## src/rtl/kftl_pkg.sv

```systemverilog
// Package: widths, constants and word types of the keyed fragment table.
`default_nettype none
package kftl_pkg;

	// table geometry
	localparam int SLOTS     = 2;
	localparam int SLOT_W    = (SLOTS > 1) ? $clog2(SLOTS) : 1;
	localparam int FRAGMENTS = 16;
	localparam int FRAG_W    = (FRAGMENTS > 1) ? $clog2(FRAGMENTS) : 1;
	localparam int STORE_D   = SLOTS * FRAGMENTS;
	localparam int STORE_AW  = (STORE_D > 1) ? $clog2(STORE_D) : 1;

	// field widths
	localparam int KEY_W  = 32;
	localparam int NUM_W  = 8;
	localparam int DATA_W = 48;
	localparam int TIME_W = 32;
	localparam int ID_W   = 8;

	// decoded fragment, handed from the front end to the back end
	typedef struct packed {
		logic [KEY_W-1:0]  frequency_key;
		logic              frag_ok;
		logic [FRAG_W-1:0] frag_idx;
		logic [DATA_W-1:0] fragment_data;
		logic [TIME_W-1:0] timestamp;
	} cmd_t;

	// result word
	typedef struct packed {
		logic [SLOT_W-1:0]    slot_index;
		logic [ID_W-1:0]      sender_id;
		logic                 was_new;
		logic [FRAGMENTS-1:0] valid_flags;
		logic                 calib_complete;
	} rsp_t;

endpackage
`default_nettype wire

```

## src/rtl/kftl_if.sv

```systemverilog
// Interfaces: fragment request channel and result channel.
`default_nettype none
interface kftl_req_if
	import kftl_pkg::*;
();
	logic              valid;
	logic              ready;
	logic [KEY_W-1:0]  frequency_key;
	logic [NUM_W-1:0]  fragment_number;
	logic [DATA_W-1:0] fragment_data;
	logic [TIME_W-1:0] timestamp;

	modport source (output valid, frequency_key, fragment_number, fragment_data, timestamp,
		input ready);
	modport sink (input valid, frequency_key, fragment_number, fragment_data, timestamp,
		output ready);
endinterface

interface kftl_rsp_if
	import kftl_pkg::*;
();
	logic                 valid;
	logic                 ready;
	logic [SLOT_W-1:0]    slot_index;
	logic [ID_W-1:0]      sender_id;
	logic                 was_new;
	logic [FRAGMENTS-1:0] valid_flags;
	logic                 calib_complete;

	modport source (output valid, slot_index, sender_id, was_new, valid_flags, calib_complete,
		input ready);
	modport sink (input valid, slot_index, sender_id, was_new, valid_flags, calib_complete,
		output ready);
endinterface
`default_nettype wire

```

## src/rtl/kftl_ram.sv

```systemverilog
// Generic single-write, single-read RAM with registered read data.
`default_nettype none
module kftl_ram #(
	parameter int W = 8,
	parameter int D = 32
) (
	input  wire logic                 clk,
	input  wire logic                 we,
	input  wire logic [$clog2(D)-1:0] waddr,
	input  wire logic [W-1:0]         wdata,
	input  wire logic [$clog2(D)-1:0] raddr,
	output      logic [W-1:0]         rdata
);

	logic [W-1:0] mem [D];

	always_ff @(posedge clk) begin
		if (we) begin
			mem[waddr] <= wdata;
		end
		rdata <= mem[raddr];
	end

endmodule
`default_nettype wire

```

## src/rtl/kftl_front.sv

```systemverilog
// Front end: takes fragment words and decodes the fragment number.
`default_nettype none
module kftl_front
	import kftl_pkg::*;
(
	kftl_req_if.sink  req,
	input  wire logic q_ready,
	output      logic q_push,
	output      cmd_t q_cmd
);

	logic frag_ok;

	// fragment numbers 1..FRAGMENTS are stored; any other number is not stored and sets no flag
	assign frag_ok = (req.fragment_number != '0) &&
		(req.fragment_number <= NUM_W'(FRAGMENTS));

	assign req.ready = q_ready;
	assign q_push    = req.valid && q_ready;

	always_comb begin
		q_cmd.frequency_key = req.frequency_key;
		q_cmd.frag_ok       = frag_ok;
		q_cmd.frag_idx      = FRAG_W'(req.fragment_number - NUM_W'(1));
		q_cmd.fragment_data = req.fragment_data;
		q_cmd.timestamp     = req.timestamp;
	end

endmodule
`default_nettype wire

```

## src/rtl/kftl_cmd_q.sv

```systemverilog
// Two-entry command queue between front end and back end.
`default_nettype none
module kftl_cmd_q
	import kftl_pkg::*;
(
	input  wire logic clk,
	input  wire logic arst_n,
	input  wire logic push,
	input  wire cmd_t push_cmd,
	output      logic push_ready,
	input  wire logic pop,
	output      logic pop_valid,
	output      cmd_t pop_cmd
);

	cmd_t       ent_q [2];
	logic       wptr_q;
	logic       rptr_q;
	logic [1:0] cnt_q;

	assign push_ready = (cnt_q != 2'd2);
	assign pop_valid  = (cnt_q != 2'd0);
	assign pop_cmd    = ent_q[rptr_q];

	// entry storage
	always_ff @(posedge clk) begin
		if (push) begin
			ent_q[wptr_q] <= push_cmd;
		end
	end

	// pointers and fill count
	always_ff @(posedge clk or negedge arst_n) begin
		if (!arst_n) begin
			wptr_q <= 1'b0;
			rptr_q <= 1'b0;
			cnt_q  <= 2'd0;
		end else begin
			if (push) begin
				wptr_q <= ~wptr_q;
			end
			if (pop) begin
				rptr_q <= ~rptr_q;
			end
			if (push && !pop) begin
				cnt_q <= cnt_q + 2'd1;
			end else if (pop && !push) begin
				cnt_q <= cnt_q - 2'd1;
			end
		end
	end

endmodule
`default_nettype wire

```

## src/rtl/kftl_back.sv

```systemverilog
// Back end: slot lookup, table update, fragment store write and result register.
`default_nettype none
module kftl_back
	import kftl_pkg::*;
(
	input  wire logic                 clk,
	input  wire logic                 arst_n,
	input  wire logic                 q_valid,
	input  wire cmd_t                 q_cmd,
	output      logic                 q_pop,
	input  wire logic                 cfg_we,
	input  wire logic [FRAGMENTS-1:0] cfg_wdata,
	output      logic                 st_we,
	output      logic [STORE_AW-1:0]  st_addr,
	output      logic [DATA_W-1:0]    st_data,
	output      logic                 rsp_valid,
	input  wire logic                 rsp_ready,
	output      rsp_t                 rsp_word
);

	// slot table
	logic [KEY_W-1:0]     slot_key_q   [SLOTS];
	logic                 slot_used_q  [SLOTS];
	logic [TIME_W-1:0]    slot_time_q  [SLOTS];
	logic [ID_W-1:0]      slot_id_q    [SLOTS];
	logic [FRAGMENTS-1:0] slot_flags_q [SLOTS];
	logic [ID_W-1:0]      next_id_q;
	logic [FRAGMENTS-1:0] req_mask_q;

	// lookup stage
	logic              busy_s1;
	cmd_t              cmd_s1;
	logic [SLOT_W-1:0] slot_s1;
	logic              fresh_s1;

	// result register
	logic rsp_valid_q;
	rsp_t rsp_q;

	logic                 advance;
	logic [SLOT_W-1:0]    pick_slot;
	logic                 pick_fresh;
	logic [FRAGMENTS-1:0] upd_flags;
	logic [ID_W-1:0]      upd_id;

	assign q_pop     = q_valid && !busy_s1;
	assign advance   = busy_s1 && (!rsp_valid_q || rsp_ready);
	assign rsp_valid = rsp_valid_q;
	assign rsp_word  = rsp_q;

	// slot pick: key hit, else lowest empty slot, else oldest time (lowest index on tie)
	always_comb begin
		logic              hit;
		logic              empty;
		logic [SLOT_W-1:0] hit_idx;
		logic [SLOT_W-1:0] empty_idx;
		logic [SLOT_W-1:0] old_idx;
		hit       = 1'b0;
		empty     = 1'b0;
		hit_idx   = '0;
		empty_idx = '0;
		old_idx   = '0;
		for (int i = SLOTS - 1; i >= 0; i--) begin
			if (slot_used_q[i] && (slot_key_q[i] == q_cmd.frequency_key)) begin
				hit     = 1'b1;
				hit_idx = SLOT_W'(i);
			end
			if (!slot_used_q[i]) begin
				empty     = 1'b1;
				empty_idx = SLOT_W'(i);
			end
		end
		for (int i = 1; i < SLOTS; i++) begin
			if (slot_time_q[i] < slot_time_q[old_idx]) begin
				old_idx = SLOT_W'(i);
			end
		end
		pick_fresh = !hit;
		if (hit) begin
			pick_slot = hit_idx;
		end else if (empty) begin
			pick_slot = empty_idx;
		end else begin
			pick_slot = old_idx;
		end
	end

	// lookup stage register
	always_ff @(posedge clk or negedge arst_n) begin
		if (!arst_n) begin
			busy_s1 <= 1'b0;
		end else if (q_pop) begin
			busy_s1 <= 1'b1;
		end else if (advance) begin
			busy_s1 <= 1'b0;
		end
	end

	always_ff @(posedge clk) begin
		if (q_pop) begin
			cmd_s1   <= q_cmd;
			slot_s1  <= pick_slot;
			fresh_s1 <= pick_fresh;
		end
	end

	// flags and ID of the slot after this fragment
	always_comb begin
		upd_flags = fresh_s1 ? '0 : slot_flags_q[slot_s1];
		if (cmd_s1.frag_ok) begin
			upd_flags[cmd_s1.frag_idx] = 1'b1;
		end
		upd_id = fresh_s1 ? next_id_q : slot_id_q[slot_s1];
	end

	// fragment store write
	assign st_we   = advance && cmd_s1.frag_ok;
	assign st_addr = STORE_AW'({slot_s1, cmd_s1.frag_idx});
	assign st_data = cmd_s1.fragment_data;

	// table update, ID counter and required mask
	always_ff @(posedge clk or negedge arst_n) begin
		if (!arst_n) begin
			for (int i = 0; i < SLOTS; i++) begin
				slot_key_q[i]   <= '0;
				slot_used_q[i]  <= 1'b0;
				slot_time_q[i]  <= '0;
				slot_id_q[i]    <= '0;
				slot_flags_q[i] <= '0;
			end
			next_id_q  <= '0;
			req_mask_q <= '0;
		end else begin
			if (cfg_we) begin
				req_mask_q <= cfg_wdata;
			end
			if (advance) begin
				slot_used_q[slot_s1]  <= 1'b1;
				slot_key_q[slot_s1]   <= cmd_s1.frequency_key;
				slot_time_q[slot_s1]  <= cmd_s1.timestamp;
				slot_id_q[slot_s1]    <= upd_id;
				slot_flags_q[slot_s1] <= upd_flags;
				if (fresh_s1) begin
					next_id_q <= next_id_q + ID_W'(1);
				end
			end
		end
	end

	// result register
	always_ff @(posedge clk or negedge arst_n) begin
		if (!arst_n) begin
			rsp_valid_q <= 1'b0;
		end else if (advance) begin
			rsp_valid_q <= 1'b1;
		end else if (rsp_ready) begin
			rsp_valid_q <= 1'b0;
		end
	end

	always_ff @(posedge clk) begin
		if (advance) begin
			rsp_q.slot_index     <= slot_s1;
			rsp_q.sender_id      <= upd_id;
			rsp_q.was_new        <= fresh_s1;
			rsp_q.valid_flags    <= upd_flags;
			rsp_q.calib_complete <= ((upd_flags & req_mask_q) == req_mask_q);
		end
	end

endmodule
`default_nettype wire

```

## src/rtl/keyed_fragment_table_lru.sv

```systemverilog
// A word accepted at the input passes through the command queue, the lookup
// stage register and the result register. The back end takes no new word until
// the last has left the lookup stage (lookup, then update into the result register).
// A two-word command queue lets input words be taken while the back end stalls.
// Reset (arst_n low) clears slot table, ID counter, required mask and handshakes;
// the fragment RAM is not cleared.
`default_nettype none
module keyed_fragment_table_lru
	import kftl_pkg::*;
(
	input  wire logic                 clk,
	input  wire logic                 arst_n,
	kftl_req_if.sink                  req,
	kftl_rsp_if.source                rsp,
	input  wire logic                 cfg_we,
	input  wire logic [FRAGMENTS-1:0] cfg_wdata
);

	logic                q_push;
	logic                q_ready;
	cmd_t                q_in;
	logic                q_pop;
	logic                q_valid;
	cmd_t                q_out;
	logic                st_we;
	logic [STORE_AW-1:0] st_addr;
	logic [DATA_W-1:0]   st_data;
	rsp_t                rsp_word;

	kftl_front u_front (
		.req     (req),
		.q_ready (q_ready),
		.q_push  (q_push),
		.q_cmd   (q_in)
	);

	kftl_cmd_q u_cmd_q (
		.clk        (clk),
		.arst_n     (arst_n),
		.push       (q_push),
		.push_cmd   (q_in),
		.push_ready (q_ready),
		.pop        (q_pop),
		.pop_valid  (q_valid),
		.pop_cmd    (q_out)
	);

	kftl_back u_back (
		.clk       (clk),
		.arst_n    (arst_n),
		.q_valid   (q_valid),
		.q_cmd     (q_out),
		.q_pop     (q_pop),
		.cfg_we    (cfg_we),
		.cfg_wdata (cfg_wdata),
		.st_we     (st_we),
		.st_addr   (st_addr),
		.st_data   (st_data),
		.rsp_valid (rsp.valid),
		.rsp_ready (rsp.ready),
		.rsp_word  (rsp_word)
	);

	// fragment store, write only in this design
	kftl_ram #(
		.W (DATA_W),
		.D (STORE_D)
	) u_store (
		.clk   (clk),
		.we    (st_we),
		.waddr (st_addr),
		.wdata (st_data),
		.raddr (st_addr),
		.rdata ()
	);

	assign rsp.slot_index     = rsp_word.slot_index;
	assign rsp.sender_id      = rsp_word.sender_id;
	assign rsp.was_new        = rsp_word.was_new;
	assign rsp.valid_flags    = rsp_word.valid_flags;
	assign rsp.calib_complete = rsp_word.calib_complete;

endmodule
`default_nettype wire

```

## src/flat_wrapper.sv

```systemverilog
// flat-port wrapper written by rule: the top's interface ports become plain ports
module keyed_fragment_table_lru_flat import kftl_pkg::*;
  (clk, arst_n, cfg_we, cfg_wdata, req_valid, req_frequency_key, req_fragment_number, req_fragment_data, req_timestamp, req_ready, rsp_valid, rsp_slot_index, rsp_sender_id, rsp_was_new, rsp_valid_flags, rsp_calib_complete, rsp_ready);
  kftl_req_if req_i ();
  kftl_rsp_if rsp_i ();
  input  wire logic clk;
  input  wire logic arst_n;
  input  wire logic cfg_we;
  input  wire logic [FRAGMENTS-1:0] cfg_wdata;
  input wire logic [$bits(req_i.valid)-1:0] req_valid;
  input wire logic [$bits(req_i.frequency_key)-1:0] req_frequency_key;
  input wire logic [$bits(req_i.fragment_number)-1:0] req_fragment_number;
  input wire logic [$bits(req_i.fragment_data)-1:0] req_fragment_data;
  input wire logic [$bits(req_i.timestamp)-1:0] req_timestamp;
  output wire logic [$bits(req_i.ready)-1:0] req_ready;
  output wire logic [$bits(rsp_i.valid)-1:0] rsp_valid;
  output wire logic [$bits(rsp_i.slot_index)-1:0] rsp_slot_index;
  output wire logic [$bits(rsp_i.sender_id)-1:0] rsp_sender_id;
  output wire logic [$bits(rsp_i.was_new)-1:0] rsp_was_new;
  output wire logic [$bits(rsp_i.valid_flags)-1:0] rsp_valid_flags;
  output wire logic [$bits(rsp_i.calib_complete)-1:0] rsp_calib_complete;
  input wire logic [$bits(rsp_i.ready)-1:0] rsp_ready;
  assign req_i.valid = req_valid;
  assign req_i.frequency_key = req_frequency_key;
  assign req_i.fragment_number = req_fragment_number;
  assign req_i.fragment_data = req_fragment_data;
  assign req_i.timestamp = req_timestamp;
  assign req_ready = req_i.ready;
  assign rsp_valid = rsp_i.valid;
  assign rsp_slot_index = rsp_i.slot_index;
  assign rsp_sender_id = rsp_i.sender_id;
  assign rsp_was_new = rsp_i.was_new;
  assign rsp_valid_flags = rsp_i.valid_flags;
  assign rsp_calib_complete = rsp_i.calib_complete;
  assign rsp_i.ready = rsp_ready;
  keyed_fragment_table_lru u_core (.clk(clk), .arst_n(arst_n), .req(req_i), .rsp(rsp_i), .cfg_we(cfg_we), .cfg_wdata(cfg_wdata));
endmodule
```

## config.mk

```make
export PLATFORM = sky130hd
export DESIGN_NAME = keyed_fragment_table_lru_flat
export DESIGN_NICKNAME = d
export VERILOG_FILES = /design/src/rtl/kftl_pkg.sv /design/src/rtl/kftl_if.sv /design/src/rtl/kftl_ram.sv /design/src/rtl/kftl_front.sv /design/src/rtl/kftl_cmd_q.sv /design/src/rtl/kftl_back.sv /design/src/rtl/keyed_fragment_table_lru.sv /design/src/flat_wrapper.sv
export SDC_FILE = /design/constraint.sdc
export NUM_CORES = 1
export LEC_CHECK = 0
export BUFFER_PORTS_ARGS = -buffer_cell sky130_fd_sc_hd__buf_2
export CAP_MARGIN = 10
export CORE_ASPECT_RATIO = 0.6
export CORE_UTILIZATION = 35
export DETAILED_ROUTE_END_ITERATION = 12
export PLACE_DENSITY = 0.52
export SETUP_SLACK_MARGIN = 0.3
export SLEW_MARGIN = 20
export SYNTH_ARGS = -nofsm -noshare
export SYNTH_HDL_FRONTEND = slang
export SYNTH_SLANG_ARGS = --single-unit
```

## constraint.sdc

```tcl
create_clock -name clk -period 4.4 [get_ports clk]
set_clock_uncertainty 0.1 [all_clocks]
set_input_delay 0.44 -clock clk [delete_from_list [all_inputs] [get_ports clk]]
set_output_delay 0.44 -clock clk [all_outputs]
set_load 0.02 [all_outputs]
```

==> qor.csv <==
stage,metric,value,unit
critical_path,endpoint,u_core.u_back.fresh_s1,
grt,use_met3,2.574,%
synth,synthTopCellsByCount,"edfxtp_1, dfrtp_1, nand2_1",
critical_path,crit_type,reg -> reg,
synth,synth_area,17910,µm²
detailed_routing,drt-vias-per-instance,4.612,
synth,syn_area_per_cell,13.94,µm²
critical_path,required,4.60,ns
pwr,total_leakage_power,8.859,nW
detailed_routing,antenna_left,0,
final_layout,antennaDiodeCount,0,
grt,grt_pass1_vias,10430,
grt,met2_usage,21.82,%
floorplanning,std_cell_rows,63,
critical_path,cp.arrival,3.45,ns
synth,synth-simple-area-share,6.629,%
grt,grt_usage,15.18,%
critical_path,crit_path_start_kind,flop,
clocking,clkSinkCount,444,
pwr,p_per_area,718.2,nW/µm²
synth,yosysSeqAreaShare,68.62,%
synth,yosys.area.top_type,edfxtp_1,
sta,setup_violations,0,
grt,grt.busiest_layer,met1,
critical_path,worstSetupStartpoint,u_core.u_cmd_q.rptr_q,
synth,synth_compound_area_share,4.491,%
sta,max_clock_freq,0.3077,GHz
detailed_routing,via_count,10170,
pwr,ir_worst_vdd,0.2607,mV
synth,synth_fp_nets,1461,
min_path,worstHoldPathType,in -> reg,
sta,fin_crit_sh,73.86,%
sta,hold_viol_final,0,
final_layout,layout-drive-gt1-share,22.44,%
clocking,cts_max_path_buffers,3,
critical_path,rr_worst_depth,6,
synth,ys.flop_type,edfxtp_1,
synth,synth_edf_count,236,
synth,synth_top_area_share,39.56,%
grt,met1_usage,23.80,%
clocking,numCtsBuffers,44,
synth,ys_seq_elements,444,
sta,setup_tns,0,ns
detailed_routing,dr.pass1.iters,5,
synth,muxShareOfSynthArea,10.76,%
sta,rsz0062_at_grt,no,
sta,drv_slew,0,
clocking,cts_max_level,2,
grt,grt_pass1_wl,60690,µm
clocking,clock_latency,0.55,ns
run,maxCapViolCount,0,
final_layout,area_growth,19.80,%
synth,ys_warn_count,0,
run_status,outcome,"finished, final reports clean",
critical_path,end_kind,flop,
sta,period_minus_slack,3.250,ns
placement,io_buffers,121,
floorplanning,die_w,294.1,µm
final_layout,fin_util,42.94,%
synth,synth_adder_area_share,2.445,%
critical_path,r2r_slack,1.15,ns
detailed_routing,wl_per_cell,17.36,µm
final_layout,fillers,4595,
sta,worst_pin_slew,0.9167,ns
critical_path,reg2reg_to,u_core.u_back.fresh_s1,
detailed_routing,drcViolationCount,0,
placement,gp_congestion,0.7478,
floorplanning,die_y,177.2,µm
synth,yosys-top-cells-area,"edfxtp_1, dfrtp_1, mux2_2, nand2_1, xnor2_1",
clocking,cts_resized,0,
synth,synth_cell_types,44,
detailed_routing,drt_iter0_drc,640,
synth,ys_async_sr_fraction,46.85,%
floorplanning,ioPinCount,170,
sta,hold_slack,0.03702,ns
critical_path,crit-reg2reg-launch,u_core.u_cmd_q.rptr_q,
sta,maxSlewHeadroom,38.32,%
clocking,cts_tree,built,
placement,hpwl,24440,µm
clocking,clkTransAtPathRegs,0.06,ns
critical_path,cp_max_fo,26,
synth,synth_top_family_by_area,multiplexers,
grt,antenna_found_initial,0,
synth,synth_xor_area_share,3.863,%
floorplanning,die_area,52120,µm²
floorplanning,core-area,49980,µm²
synth,syn_inst,1285,
grt,grt.overflow.total,0,
clocking,cts-root-buf,clkbuf_16,
detailed_routing,drt_wl_total,38300,µm
floorplanning,initial_core_util,35.84,%
final_layout,num-nets-final,1664,
grt,grt_max_degree,96,
synth,synth.most_common_cell,edfxtp_1,
[cell families after synthesis]
kind of cell / count (synthesis)
flops: 444
simple gates: 275
mux: 174
xor+xnor: 79
compound gates: 137
fa+ha+maj: 35
buf+inv: 141
[repair_timing]
| item | CTS | global route |
|---|---|---|
| hold buffers | 63 | 2 |
| hold endpoints to repair | 216 | 4 |
| setup endpoints to repair | 0 | 0 |
| buffers inserted | 0 | 0 |
[cell type report]
type / count / area, µm² / share of cell area [%]
inverter: 93 / 349.1 / 1.627
clock buffer: 68 / 1314 / 6.122
timing repair buffer: 205 / 1470 / 6.851
clock inverter: 14 / 98.84 / 0.4606
multi-input combinational: 700 / 5079 / 23.67
tap: 682 / 853.3 / 3.976
sequential: 444 / 12300 / 57.30
[layer usage]
metal / vias to the layer above / share of wire (%) / wire length [µm]
met5: - / 0 / 0
met4: 0 / 1.4 / 546
met3: 49 / 3.5 / 1339
met2: 158 / 42 / 16090
met1: 5058 / 53 / 20330
li1: 4908 / - / -
[worst max-delay path, cell delays in order, from the launching register on]
cell     delay [ns]
dfrtp_4        0.76
mux2i_1        0.43
xnor2_1        0.14
nor4_1         0.81
nand4_1        0.17
or3_1          0.43
nor2b_1        0.14
[placed cells by master, fill, tap and decap left out, drive strengths merged, types with 9 or more instances in the layout]
master,instances
a21oi,22
buf,139
clkbuf,69
clkinv,11
dfrtp,208
dlygate4sd3,65
edfxtp,236
ha,35
inv,95
mux2,118
mux2i,56
nand2,191
nand2b,9
nand3,11
nand4,11
nor2,16
nor4,16
o21ai,82
o22a,12
xnor2,71
[metrics by stage]
| stage | area [µm²] | setup WS [ns] | power [mW] | instances |
|---|---|---|---|---|
| 2_1_floorplan | 17910 | 1.249 | 10.27 | 1285 |
| 3_3_place_gp | 19400 | 1.201 | 11.74 | 2059 |
| 3_5_place_dp | 19400 | 1.218 | 11.83 | 2059 |
| 4_1_cts | 21440 | 1.221 | 15.64 | 2204 |
| 5_1_grt | 21460 | 1.071 | 16.46 | 2206 |
| 6_report | 21460 | 1.150 | 15.41 | 2206 |
[sequential cells by signal (all words and copies together), names as in the netlist]
| register | count |
|---|---|
| u_core.u_back.busy_s1 | 1 |
| u_core.u_back.cmd_s1 | 65 |
| u_core.u_back.fresh_s1 | 1 |
| u_core.u_back.next_id_q | 8 |
| u_core.u_back.req_mask_q | 16 |
| u_core.u_back.rsp_valid | 1 |
| u_core.u_back.rsp_word | 27 |
| u_core.u_back.slot_flags_q | 32 |
| u_core.u_back.slot_id_q | 16 |
| u_core.u_back.slot_key_q | 64 |
| u_core.u_back.slot_s1 | 1 |
| u_core.u_back.slot_time_q | 64 |
| u_core.u_back.slot_used_q | 2 |
| u_core.u_back.st_addr | 4 |
| u_core.u_cmd_q.cnt_q | 2 |
| u_core.u_cmd_q.ent_q | 138 |
| u_core.u_cmd_q.rptr_q | 1 |
| u_core.u_cmd_q.wptr_q | 1 |
[worst min path at each step]
stage / start / endpoint / cells past startpoint
after floorplan: arst_n / u_core.u_back.busy_s1 / 0
after global placement: u_core.u_back.cmd_s1[91] / u_core.u_back.slot_key_q[38] / 2
after detailed placement: u_core.u_back.cmd_s1[113] / u_core.u_back.slot_key_q[60] / 2
after global routing: cfg_wdata[6] / u_core.u_back.req_mask_q[6] / 2
final: cfg_wdata[11] / u_core.u_back.req_mask_q[11] / 2
after CTS: req_timestamp[13] / u_core.u_cmd_q.ent_q[0][13] / 1
[power breakdown]
part           total, mW  internal, mW  switching [mW]
Sequential          6.98          6.17           0.806
Combinational       4.77          2.02            2.74
Clock               3.67          2.12            1.55
Total               15.4          10.3            5.10
No activity file was read; power rests on OpenSTA's default activity.
